**src/rtl/jti_pkg.sv**
```systemverilog
// ----------------------------------------------------------------------------
// jti_pkg
// Shared types and constants of the joint trajectory interpolator.
// ----------------------------------------------------------------------------
`default_nettype none

package jti_pkg;

    localparam int FRACTION_BITS_DEF = 32;

    localparam logic [11:0] STEP_COUNT_RST = 12'd300;
    localparam logic        LINEAR_RST     = 1'b1;
    localparam logic [31:0] THRESHOLD_RST  = 32'd655;
    localparam logic [11:0] STEP_COUNT_MIN = 12'd3;

    // 2*N*N for N up to 4095 fits here
    localparam int DEN_W = 26;

    localparam logic [1:0] CFG_STEP_COUNT = 2'd0;
    localparam logic [1:0] CFG_LINEAR     = 2'd1;
    localparam logic [1:0] CFG_THRESHOLD  = 2'd2;

    localparam logic OP_TARGET = 1'b0;
    localparam logic OP_TICK   = 1'b1;

    typedef struct packed {
        logic              opcode;
        logic signed [31:0] target_joint0;
        logic signed [31:0] target_joint1;
        logic signed [31:0] target_joint2;
    } in_t;

    typedef struct packed {
        logic signed [31:0] pos_joint0;
        logic signed [31:0] pos_joint1;
        logic signed [31:0] pos_joint2;
        logic              move_done;
    } out_t;

    typedef enum logic [3:0] {
        ST_IDLE,
        ST_DECODE,
        ST_FIRST,
        ST_SQ_MUL,
        ST_SQ_ACC,
        ST_COMPARE,
        ST_DEN,
        ST_DIV_START,
        ST_DIV_WAIT,
        ST_TICK_VEL,
        ST_TICK_POS,
        ST_EMIT
    } state_t;

endpackage

`default_nettype wire

```
**src/rtl/jti_div.sv**
```systemverilog
// ----------------------------------------------------------------------------
// jti_div
// Unsigned restoring divider, one quotient bit per cycle.
// ----------------------------------------------------------------------------
`default_nettype none

module jti_div #(
    parameter int NW = 53,
    parameter int DW = 26
) (
    input  wire logic          aclk,
    input  wire logic          aresetn,
    input  wire logic          start,
    input  wire logic [NW-1:0] dividend,
    input  wire logic [DW-1:0] divisor,
    output logic               done,
    output logic      [NW-1:0] quotient
);

    localparam int CW = $clog2(NW + 1);

    logic [DW-1:0] den_reg;
    logic [DW-1:0] rem_reg;
    logic [NW-1:0] quo_reg;
    logic [CW-1:0] cnt_reg;
    logic          busy_reg;
    logic          done_reg;
    logic [DW:0]   trial;
    logic          fits;

    assign trial = {rem_reg, quo_reg[NW-1]};
    assign fits  = (trial >= {1'b0, den_reg});

    always_ff @(posedge aclk) begin
        if (!aresetn) begin
            busy_reg <= 1'b0;
            done_reg <= 1'b0;
            cnt_reg  <= '0;
        end else begin
            done_reg <= 1'b0;
            if (start) begin
                busy_reg <= 1'b1;
                cnt_reg  <= CW'(NW);
            end else if (busy_reg) begin
                cnt_reg <= cnt_reg - 1'b1;
                if (cnt_reg == CW'(1)) begin
                    busy_reg <= 1'b0;
                    done_reg <= 1'b1;
                end
            end
        end
    end

    always_ff @(posedge aclk) begin
        if (start) begin
            den_reg <= divisor;
            rem_reg <= '0;
            quo_reg <= dividend;
        end else if (busy_reg) begin
            rem_reg <= fits ? DW'(trial - {1'b0, den_reg}) : trial[DW-1:0];
            quo_reg <= {quo_reg[NW-2:0], fits};
        end
    end

    assign done     = done_reg;
    assign quotient = quo_reg;

endmodule

`default_nettype wire

```
**src/rtl/joint_trajectory_interpolator.sv**
```systemverilog
// ----------------------------------------------------------------------------
// joint_trajectory_interpolator
// Three-joint linear or accelerate/cruise/decelerate motion profile.
// ----------------------------------------------------------------------------
// One item is worked on at a time; s_ready is high only when the sequencer is
// idle, and a finished result waits in the output register while the next item
// is taken. With s_ready low, a tick runs decode, then a velocity and a
// position pass per joint through the shared saturating adder, then the output
// stage; an idle tick runs decode only and gives no result; the first target
// runs decode, a load and the output stage; a target within the threshold
// squares each joint in turn through the shared 32x32 multiplier, then compares
// and goes to the output stage; a new target runs the bit-serial divider, which
// computes span/N or 9*span/(2*N*N) per joint, and gives no result. The output
// stage stretches while an earlier result is still waiting to transfer.
// ----------------------------------------------------------------------------
`default_nettype none

module joint_trajectory_interpolator #(
    parameter int FRACTION_BITS = jti_pkg::FRACTION_BITS_DEF
) (
    input  wire logic          aclk,
    input  wire logic          aresetn,
    // input items
    input  wire logic          s_valid,
    output logic               s_ready,
    input  wire jti_pkg::in_t  s_data,
    // results
    output logic               m_valid,
    input  wire logic          m_ready,
    output jti_pkg::out_t      m_data,
    // register writes
    input  wire logic          cfg_valid,
    output logic               cfg_ready,
    input  wire logic [1:0]    cfg_index,
    input  wire logic [31:0]   cfg_data
);

    localparam int IW    = 16 + FRACTION_BITS;   // internal position width
    localparam int EXTRA = FRACTION_BITS - 16;   // fraction bits below Q16.16
    localparam int SW    = IW + 1;               // span width
    localparam int MW    = IW + 5;               // dividend width (9*span)
    localparam int DENW  = jti_pkg::DEN_W;

    localparam logic signed [MW:0] VMAX = (MW+1)'({1'b0, {(IW-1){1'b1}}});
    localparam logic signed [MW:0] VMIN = -VMAX - (MW+1)'(1);

    function automatic logic signed [IW-1:0] sat(input logic signed [MW:0] v);
        logic signed [IW-1:0] r;
        if (v > VMAX) r = VMAX[IW-1:0];
        else if (v < VMIN) r = VMIN[IW-1:0];
        else r = v[IW-1:0];
        return r;
    endfunction

    jti_pkg::state_t state_reg, state_next;

    // configuration
    logic [11:0] step_count_reg;
    logic        linear_reg;
    logic [31:0] thr_reg;

    // captured item
    logic               opcode_reg;
    logic signed [31:0] tgt_reg [3];

    // motion state
    logic signed [IW-1:0] pos_reg  [3];
    logic signed [IW-1:0] vel_reg  [3];
    logic signed [IW-1:0] acc_reg  [3];
    logic signed [31:0]   last_reg [3];
    logic [12:0]          step_idx_reg;
    logic                 moving_reg;
    logic                 started_reg;

    // sequencer scratch
    logic [1:0]  jidx_reg;
    logic [63:0] prod_reg;
    logic [65:0] dist_reg;
    logic        upd_vel_reg, vel_sub_reg, upd_pos_reg, done_flag_reg;
    logic        div_neg_reg;

    // output register
    jti_pkg::out_t out_reg;
    logic          m_valid_reg;

    // combinational helpers
    logic [11:0]          n_eff;
    logic [12:0]          k_next;
    logic [15:0]          k3;
    logic signed [32:0]   diff;
    logic [31:0]          mul_a, mul_b;
    logic [63:0]          mul_p;
    logic signed [IW-1:0] add_a, add_b;
    logic signed [SW-1:0] add_sum;
    logic signed [IW-1:0] add_sat;
    logic signed [IW-1:0] tgt_int;
    logic signed [SW-1:0] span;
    logic signed [MW-1:0] dvd;
    logic [MW-1:0]        dvd_mag;
    logic [DENW-1:0]      div_den;
    logic                 div_start;
    logic                 div_done;
    logic [MW-1:0]        div_q;
    logic signed [MW:0]   q_signed;
    logic signed [IW-1:0] q_sat;
    logic                 emit_ok;

    assign n_eff   = (step_count_reg < jti_pkg::STEP_COUNT_MIN) ?
                     jti_pkg::STEP_COUNT_MIN : step_count_reg;
    assign k_next  = step_idx_reg + 13'd1;
    // k < floor(n/3) is the same as 3*(k+1) <= n, no division needed
    assign k3      = 16'(k_next) * 16'd3 + 16'd3;
    assign emit_ok = !m_valid_reg || m_ready;

    // shared multiplier: squared joint distance, or N*N for the profile divisor
    assign diff  = 33'(tgt_reg[jidx_reg]) - 33'(last_reg[jidx_reg]);
    assign mul_a = (state_reg == jti_pkg::ST_DEN) ? {20'd0, n_eff} :
                   (diff < 0 ? 32'(-diff) : diff[31:0]);
    assign mul_b = mul_a;
    assign mul_p = mul_a * mul_b;

    // shared saturating adder: velocity pass, then position pass
    always_comb begin
        if (state_reg == jti_pkg::ST_TICK_VEL) begin
            add_a = vel_reg[jidx_reg];
            add_b = acc_reg[jidx_reg];
        end else begin
            add_a = pos_reg[jidx_reg];
            add_b = vel_reg[jidx_reg];
        end
        if (state_reg == jti_pkg::ST_TICK_VEL && vel_sub_reg) begin
            add_sum = SW'(add_a) - SW'(add_b);
        end else begin
            add_sum = SW'(add_a) + SW'(add_b);
        end
        add_sat = sat((MW+1)'(add_sum));
    end

    // divider operands and signed quotient
    assign tgt_int  = IW'(tgt_reg[jidx_reg]) <<< EXTRA;
    assign span     = SW'(tgt_int) - SW'(pos_reg[jidx_reg]);
    assign dvd      = linear_reg ? MW'(span) : ((MW'(span) <<< 3) + MW'(span));
    assign dvd_mag  = dvd[MW-1] ? MW'(-dvd) : MW'(dvd);
    assign div_den  = linear_reg ? DENW'(n_eff) : {prod_reg[DENW-2:0], 1'b0};
    assign q_signed = div_neg_reg ? -$signed({1'b0, div_q}) : $signed({1'b0, div_q});
    assign q_sat    = sat(q_signed);

    jti_div #(
        .NW (MW),
        .DW (DENW)
    ) u_div (
        .aclk     (aclk),
        .aresetn  (aresetn),
        .start    (div_start),
        .dividend (dvd_mag),
        .divisor  (div_den),
        .done     (div_done),
        .quotient (div_q)
    );

    // next state
    always_comb begin
        state_next = state_reg;
        case (state_reg)
            jti_pkg::ST_IDLE: begin
                if (s_valid) state_next = jti_pkg::ST_DECODE;
            end
            jti_pkg::ST_DECODE: begin
                if (opcode_reg == jti_pkg::OP_TICK) begin
                    state_next = moving_reg ? jti_pkg::ST_TICK_VEL : jti_pkg::ST_IDLE;
                end else begin
                    state_next = started_reg ? jti_pkg::ST_SQ_MUL : jti_pkg::ST_FIRST;
                end
            end
            jti_pkg::ST_FIRST:   state_next = jti_pkg::ST_EMIT;
            jti_pkg::ST_SQ_MUL:  state_next = jti_pkg::ST_SQ_ACC;
            jti_pkg::ST_SQ_ACC: begin
                state_next = (jidx_reg == 2'd2) ? jti_pkg::ST_COMPARE : jti_pkg::ST_SQ_MUL;
            end
            jti_pkg::ST_COMPARE: begin
                state_next = (dist_reg[65:16] > 50'(thr_reg)) ? jti_pkg::ST_DEN :
                             jti_pkg::ST_EMIT;
            end
            jti_pkg::ST_DEN:       state_next = jti_pkg::ST_DIV_START;
            jti_pkg::ST_DIV_START: state_next = jti_pkg::ST_DIV_WAIT;
            jti_pkg::ST_DIV_WAIT: begin
                if (div_done) begin
                    state_next = (jidx_reg == 2'd2) ? jti_pkg::ST_IDLE :
                                 jti_pkg::ST_DIV_START;
                end
            end
            jti_pkg::ST_TICK_VEL: state_next = jti_pkg::ST_TICK_POS;
            jti_pkg::ST_TICK_POS: begin
                state_next = (jidx_reg == 2'd2) ? jti_pkg::ST_EMIT : jti_pkg::ST_TICK_VEL;
            end
            jti_pkg::ST_EMIT: begin
                if (emit_ok) state_next = jti_pkg::ST_IDLE;
            end
            default: state_next = jti_pkg::ST_IDLE;
        endcase
    end

    // control outputs
    always_comb begin
        s_ready   = (state_reg == jti_pkg::ST_IDLE);
        div_start = (state_reg == jti_pkg::ST_DIV_START);
    end

    assign cfg_ready = 1'b1;
    assign m_valid   = m_valid_reg;
    assign m_data    = out_reg;

    // control registers
    always_ff @(posedge aclk) begin
        if (!aresetn) begin
            state_reg      <= jti_pkg::ST_IDLE;
            step_count_reg <= jti_pkg::STEP_COUNT_RST;
            linear_reg     <= jti_pkg::LINEAR_RST;
            thr_reg        <= jti_pkg::THRESHOLD_RST;
            step_idx_reg   <= '0;
            moving_reg     <= 1'b0;
            started_reg    <= 1'b0;
            m_valid_reg    <= 1'b0;
        end else begin
            state_reg <= state_next;
            if (cfg_valid) begin
                case (cfg_index)
                    jti_pkg::CFG_STEP_COUNT: step_count_reg <= cfg_data[11:0];
                    jti_pkg::CFG_LINEAR:     linear_reg     <= cfg_data[0];
                    jti_pkg::CFG_THRESHOLD:  thr_reg        <= cfg_data;
                    default: ;
                endcase
            end
            if (state_reg == jti_pkg::ST_DECODE && opcode_reg == jti_pkg::OP_TICK
                && moving_reg) begin
                step_idx_reg <= k_next;
                if (k_next > 13'(n_eff)) moving_reg <= 1'b0;
            end
            if (state_reg == jti_pkg::ST_FIRST) started_reg <= 1'b1;
            if (state_reg == jti_pkg::ST_DIV_WAIT && div_done && jidx_reg == 2'd2) begin
                step_idx_reg <= '0;
                moving_reg   <= 1'b1;
            end
            if (state_reg == jti_pkg::ST_EMIT && emit_ok) begin
                m_valid_reg <= 1'b1;
            end else if (m_valid_reg && m_ready) begin
                m_valid_reg <= 1'b0;
            end
        end
    end

    // motion state: zero after reset
    always_ff @(posedge aclk) begin
        if (!aresetn) begin
            for (int i = 0; i < 3; i++) begin
                pos_reg[i]  <= '0;
                vel_reg[i]  <= '0;
                acc_reg[i]  <= '0;
                last_reg[i] <= '0;
            end
        end else begin
            case (state_reg)
                jti_pkg::ST_FIRST: begin
                    for (int i = 0; i < 3; i++) begin
                        last_reg[i] <= tgt_reg[i];
                        pos_reg[i]  <= IW'(tgt_reg[i]) <<< EXTRA;
                    end
                end
                jti_pkg::ST_DIV_WAIT: begin
                    if (div_done) begin
                        last_reg[jidx_reg] <= tgt_reg[jidx_reg];
                        if (linear_reg) begin
                            vel_reg[jidx_reg] <= q_sat;
                        end else begin
                            vel_reg[jidx_reg] <= '0;
                            acc_reg[jidx_reg] <= q_sat;
                        end
                    end
                end
                jti_pkg::ST_TICK_VEL: begin
                    if (upd_vel_reg) vel_reg[jidx_reg] <= add_sat;
                end
                jti_pkg::ST_TICK_POS: begin
                    if (upd_pos_reg) pos_reg[jidx_reg] <= add_sat;
                end
                default: ;
            endcase
        end
    end

    // scratch and payload
    always_ff @(posedge aclk) begin
        case (state_reg)
            jti_pkg::ST_IDLE: begin
                opcode_reg <= s_data.opcode;
                tgt_reg[0] <= s_data.target_joint0;
                tgt_reg[1] <= s_data.target_joint1;
                tgt_reg[2] <= s_data.target_joint2;
            end
            jti_pkg::ST_DECODE: begin
                jidx_reg <= 2'd0;
                dist_reg <= '0;
                if (opcode_reg == jti_pkg::OP_TICK) begin
                    // accelerate below N/3, cruise below 2N/3, decelerate below N
                    done_flag_reg <= (k_next > 13'(n_eff));
                    upd_pos_reg   <= (k_next < 13'(n_eff));
                    upd_vel_reg   <= !linear_reg && (k_next < 13'(n_eff)) &&
                                     (k3 <= 16'(n_eff) || k3 > 16'(n_eff) * 16'd2);
                    vel_sub_reg   <= (k3 > 16'(n_eff) * 16'd2);
                end else begin
                    done_flag_reg <= 1'b0;
                    upd_pos_reg   <= 1'b0;
                    upd_vel_reg   <= 1'b0;
                    vel_sub_reg   <= 1'b0;
                end
            end
            jti_pkg::ST_SQ_MUL: prod_reg <= mul_p;
            jti_pkg::ST_SQ_ACC: begin
                dist_reg <= dist_reg + 66'(prod_reg);
                jidx_reg <= jidx_reg + 2'd1;
            end
            jti_pkg::ST_DEN: begin
                prod_reg <= mul_p;
                jidx_reg <= 2'd0;
            end
            jti_pkg::ST_DIV_START: div_neg_reg <= dvd[MW-1];
            jti_pkg::ST_DIV_WAIT: begin
                if (div_done) jidx_reg <= jidx_reg + 2'd1;
            end
            jti_pkg::ST_TICK_POS: jidx_reg <= jidx_reg + 2'd1;
            jti_pkg::ST_EMIT: begin
                if (emit_ok) begin
                    out_reg.pos_joint0 <= pos_reg[0][EXTRA+31:EXTRA];
                    out_reg.pos_joint1 <= pos_reg[1][EXTRA+31:EXTRA];
                    out_reg.pos_joint2 <= pos_reg[2][EXTRA+31:EXTRA];
                    out_reg.move_done  <= done_flag_reg;
                end
            end
            default: ;
        endcase
    end

endmodule

`default_nettype wire

```
**config.mk**
```make
export PLATFORM = sky130hd
export DESIGN_NAME = joint_trajectory_interpolator
export DESIGN_NICKNAME = d
export VERILOG_FILES = /design/src/rtl/jti_pkg.sv /design/src/rtl/jti_div.sv /design/src/rtl/joint_trajectory_interpolator.sv
export SDC_FILE = /design/constraint.sdc
export NUM_CORES = 2
export LEC_CHECK = 0
export BUFFER_PORTS_ARGS = -buffer_cell sky130_fd_sc_hd__buf_2
export CORE_MARGIN = 5
export CORE_UTILIZATION = 65
export CTS_CLUSTER_SIZE = 14
export DETAILED_ROUTE_END_ITERATION = 10
export PLACE_DENSITY = 0.82
export REMOVE_ABC_BUFFERS = 1
export SYNTH_ARGS = -nofsm -noshare
export SYNTH_HDL_FRONTEND = slang
export SYNTH_HIERARCHICAL = 1
export SYNTH_SLANG_ARGS = --single-unit
```
**constraint.sdc**
```tcl
create_clock -name aclk -period 19.2 [get_ports aclk]
set_clock_uncertainty 0.2 [all_clocks]
set_input_delay 3.84 -clock aclk [delete_from_list [all_inputs] [get_ports aclk]]
set_output_delay 3.84 -clock aclk [all_outputs]
set_load 0.005 [all_outputs]
```
== After elaboration in Yosys (flattened, before gate mapping) ==
Memory sizes are Yosys's and may differ from the RTL's. A register that Yosys moved wholly into a read port is not among the register bits.
Index checks and enable logic that the tools add are counted.
Storage, ports and cells
  output and inout bits: 100
  memories: 5
  word-level logic and storage cells: 221
  bits in registers: 317
  bits in writable memories: 624
  input port bits: 136
Operators by class
  equal/unequal tests: 18
  add/sub/neg operators: 14
  $mul: 2
  multiplexer cells: 95
  order comparisons: 12
  reduce and logical (&&, ||, !) cells: 38
  bitwise gates (word level): 10
Memory list
  acc_reg: words 3, width 48, rd ports 1, clocked after memory_dff 1, wr ports 3, line joint_trajectory_interpolator.sv:69  | logic signed [IW-1:0] acc_reg [3];
  pos_reg: words 3, width 48, rd ports 4, clocked after memory_dff 4, wr ports 3, line joint_trajectory_interpolator.sv:67  | logic signed [IW-1:0] pos_reg [3];
  vel_reg: words 3, width 48, rd ports 1, clocked after memory_dff 1, wr ports 3, line joint_trajectory_interpolator.sv:68  | logic signed [IW-1:0] vel_reg [3];
  last_reg: words 3, width 32, rd ports 1, clocked after memory_dff 1, wr ports 3, line joint_trajectory_interpolator.sv:70  | logic signed [31:0] last_reg [3];
  tgt_reg: words 3, width 32, rd ports 4, clocked after memory_dff 1, wr ports 3, line joint_trajectory_interpolator.sv:64  | logic signed [31:0] tgt_reg [3];
Operators by type and width (count)
  48-bit 2-to-1 mux: 14
  53-bit 2-to-1 mux: 4
  32-bit 2-to-1 mux: 6
  48-bit OR reduction: 3
  66-bit case mux with 2 select lines: 1
  48-bit by 48-bit subtractor with 49-bit output: 2
  66-bit by 64-bit adder with 66-bit output: 1
  32-bit by 32-bit multiplier with 64-bit output: 1
  54-bit by 48-bit greater-than comparator with 1-bit output (second input constant): 1
  54-bit by 48-bit less-than comparator with 1-bit output (second input constant): 1
  54-bit 2-to-1 mux: 1
  53-bit negation with 54-bit output: 1
  52-bit by 49-bit adder with 53-bit output: 1
  53-bit negation: 1
  50-bit by 32-bit greater-than comparator with 1-bit output: 1
  48-bit by 48-bit adder with 49-bit output: 1
  49-bit by 48-bit greater-than comparator with 1-bit output (second input constant): 1
  49-bit by 48-bit less-than comparator with 1-bit output (second input constant): 1
  49-bit 2-to-1 mux: 1
  4-bit case mux with 12 select lines: 1
  1-bit 2-to-1 mux: 42
  33-bit by 1-bit less-than comparator with 1-bit output (second input constant): 1
  32-bit by 32-bit subtractor with 33-bit output: 1
  32-bit negation: 1
  other kinds (42): 100

== Logic depth before layout (Yosys ltp) ==
  word-level depth: 9
  gate-level depth with buffers: 60

== Cells and area by module ==
Netlist, hierarchy kept.
Modules (own cells, without submodules)
  joint_trajectory_interpolator: area an instance 96020.8 um^2, instances 1, sequential area each 32391.1 um^2, cells each 9540
  jti_div: area an instance 6043.3 um^2, instances 1, sequential area each 3052.9 um^2, cells each 531

== Worst setup path before layout ==
No wires, ideal clock.
  path kind: register to register
  from: register (tool-made name)
  to: register prod_reg[63], data pin
  stages on the path, launching flop included: 52
  setup slack: 3.758 ns
  period minus slack after synthesis: 15.442 ns
  setup time: 0.268 ns
  data arrival time: 14.975 ns
  cells stage by stage: dfxtp_1 buf_6 buf_6 buf_4 buf_4 buf_4 buf_4 buf_2 buf_2 clkbuf_1 buf_1 mux4_2 ha_1 fa_1 nand2b_1 a21oi_1 o21ai_0 a311oi_1 (+16 left out) fa_1 fa_1 inv_1 fa_1 inv_1 ha_1 and4_1 a211oi_1 o21ai_0 a21o_1 o2111ai_1 a211oi_1 o211ai_1 o2111ai_1 a311oi_1 o21ai_0 a21oi_1 xnor3_1
RTL lines
  end signal, assigned: line joint_trajectory_interpolator.sv:317  | jti_pkg::ST_SQ_MUL: prod_reg <= mul_p;
  end signal, assigned: line joint_trajectory_interpolator.sv:323  | prod_reg <= mul_p;
  end, declared: line joint_trajectory_interpolator.sv:77  | logic [63:0] prod_reg;

==> results.md <==
* Core ar. at about 160000 um2
* Wire per inst at ~27 um
* Largest net degree at the start of global routing at 89
* Initial antenna violation count at 16
* Vias in the first global route at ~83000
* Via count at 81928
* CP Capture Type: flop
* Die Height at slightly above 400 um
* Post-synth top flop: edfxtp_1
* Root buffer cell: clkbuf_16
* Synth unique cells at 111
* # IOs at 236
* Setup CP Type: reg2reg
* Maximum fanout along the worst path at 37
* Uppermost layer routed: met5
* Largest area contributor in the netlist: edfxtp_1
* Sink Count at 1214
* Max Freq at a little over 0.06 GHz
* Critical-path top delay cell: clkinv_1
* Fin crit share at 0.8624
* Status: finished, violations left
* H-tree depth at 4
* GP Congestion at a little over 1
* Die width at 406.3 um
* Synth warn at 6
* Max Buffers Root-to-Sink at 3
* Met1 WL at about 120000 um
* Row cnt at approximately 150
* Util after Layout at 0.7009
* Top cell type's share of synthesized area at 0.3275
* Final min period at approximately 17000 ps
* DIE AREA at 165000 um2
* Sequential area share after synthesis at 0.3473
* Worst Hold Slack at roughly 250 ps
* Syn avg cell area at 10.13 um2
* Max Slew Vio Count at 0
* Routed WL at ~340000 um
* Critical Path RT at 19520 ps
* GRT Residual Overflow at 0
* NumNets Final at 11706
* Post-cts sizing count at 0
* Num CTS Buffers at 132
* Drt drc at 0
* Met3 wire len at about 43000 um
* Share of cells above drive strength 1 at 0.09644
* Iter 0 DRT Violations at 10369
* Cell count after synthesis at around 10000
* CP Launch Type: flop
* Via/cell ratio at 6.666
* # hold bufs at CTS at 0
* Syn Std Cell Area at 102100 um2
* Yosys reg bits at 1214
* Crit path DAT at 16880 ps
* Number of enable flip-flop cells after synthesis at 1113
* Worst-margin pin slew at 1491 ps
* Final hold vios at 0
* Top cells by area, synth: edfxtp_1 33%, fa_1 16%, ha_1 7.8%
* Met2 routed wirelength at 150100 um
* Port Buf Inserts at approximately 230
* Max-slew headroom at 0.005720
* Total track usage at 0.4090
* Post-CTS Setup Bufs at 0
* Hpwl dp at between 200000 and 300000 um
* CTS tree: built
* Most common cell on crit path: fa_1
* DR pass1 iterations at 9
* Finish-stage setup viols at 0
* Worst skew pair latency at 800 ps
* Antenna viol nets, final at 0
* Clock slew at reported path FFs at 60 ps
* Async SR Flop Fraction at 0
* CP peak stage delay at 1360 ps
* Area Overhead vs Synth at 7.265%
* Min-delay worst type: reg2reg
* Max-Cap Viols at 1
* First-pass GRT wire length at between 500000 and 600000 um
* RSZ-0062 raised after global routing: false
* Initial Util at 0.6534
* Failing checks: capacitance limit
==> cell type report <==
type                       instances  area, um2
sequential                      1214      35460
fill                           11499      46730
timing repair buffer             379       2260
clock buffer                     156       3458
antenna                            8      20.02
clock inverter                    81      705.7
tap                             2058       2575
inverter                        1325       4974
multi-input combinational       7069      60030
==> path summary, 6_finish.rpt <==
path                                      to            from  depth (start not counted)  slack, ps
worst max-delay path            prod_reg[63]            flop                         45       2640
worst min-delay path              m_data[91]  pos_reg[0][42]                          0        250
worst max register to register  prod_reg[63]            flop                         45       2640
worst min register to register    m_data[91]  pos_reg[0][42]                          0        250
==> cells in the mapped netlist, types with 133 or more instances <==
| master | instances |
|---|---|
| a21o_1 | 208 |
| ha_1 | 635 |
| o21a_1 | 133 |
| a21oi_1 | 460 |
| o21ai_0 | 500 |
| inv_1 | 1313 |
| nand2_1 | 861 |
| nor2_1 | 1048 |
| nor3_1 | 159 |
| xor2_1 | 222 |
| edfxtp_1 | 1113 |
| xnor2_1 | 262 |
| mux4_2 | 176 |
| clkbuf_1 | 375 |
| fa_1 | 814 |
==> worst max-delay path: cells and delay by family, from the launching register on <==
family	cells	cell delay [ps]
DFF	1	710
AOI/OAI and AO/OA	21	6380
adders and majority gates	10	4810
muxes	1	280
and+or+nand+nor	4	890
buffers and inverters	7	2400
xor gates and xnor gates	2	560
==> metal layers <==
metal | vias to the layer above | global-route usage
li1 | 34992 | -
met1 | 39675 | 0.4998
met2 | 5686 | 0.6351
met3 | 1563 | 0.1204
met4 | 12 | 0.2698
met5 | - | 0
==> per-stage QoR <==
| stage | std cells | instance area [um2] | setup slack, ps | TNS, ps |
|---|---|---|---|---|
| 2_1_floorplan | 9608 | 100200 | -2708 | -83660 |
| 3_3_place_gp | 12045 | 105300 | 3230 | 0 |
| 3_5_place_dp | 12045 | 105300 | 2909 | 0 |
| 4_1_cts | 12282 | 109500 | 2879 | 0 |
| 5_1_grt | 12282 | 109500 | 1939 | 0 |
| 6_report | 12290 | 109500 | 2642 | 0 |
==> logic make-up after synthesis <==
group / count (synthesis) / synth area share
AND/OR/NAND/NOR: 2778 / 0.1235
XOR/XNOR: 485 / 0.04175
other: 1 / 0.00003674
AO/OA/AOI/OAI: 1984 / 0.1238
multiplexers: 361 / 0.05803
buffers and inverters: 1788 / 0.06702
adder cells (fa/ha/maj): 1460 / 0.2386
flip-flops: 1214 / 0.3473
==> cells in the final DEF (no fill, tap or decap), types with 43 or more instances in the layout <==
master / n
and3_1: 57
fa_1: 814
or3_1: 46
mux2_2: 69
nand2b_1: 58
dfxtp_1: 97
o21bai_1: 59
nand3_1: 123
inv_1: 1312
o21ai_0: 499
o31ai_1: 43
nand4_1: 88
xnor2_1: 262
nand2_1: 843
edfxtp_1: 1113
a211oi_1: 66
mux4_2: 176
ha_1: 635
a31oi_1: 67
xor2_1: 222
nor3_1: 155
nor2b_1: 80
o21a_1: 132
buf_2: 234
buf_4: 145
a21oi_1: 459
mux2i_1: 113
o211ai_1: 43
a21o_1: 208
o22ai_1: 122
clkbuf_16: 133
nor2_1: 1048
Power is not shown: default switching activity piles up to over one toggle a cycle in this logic, so the estimate is an artifact.
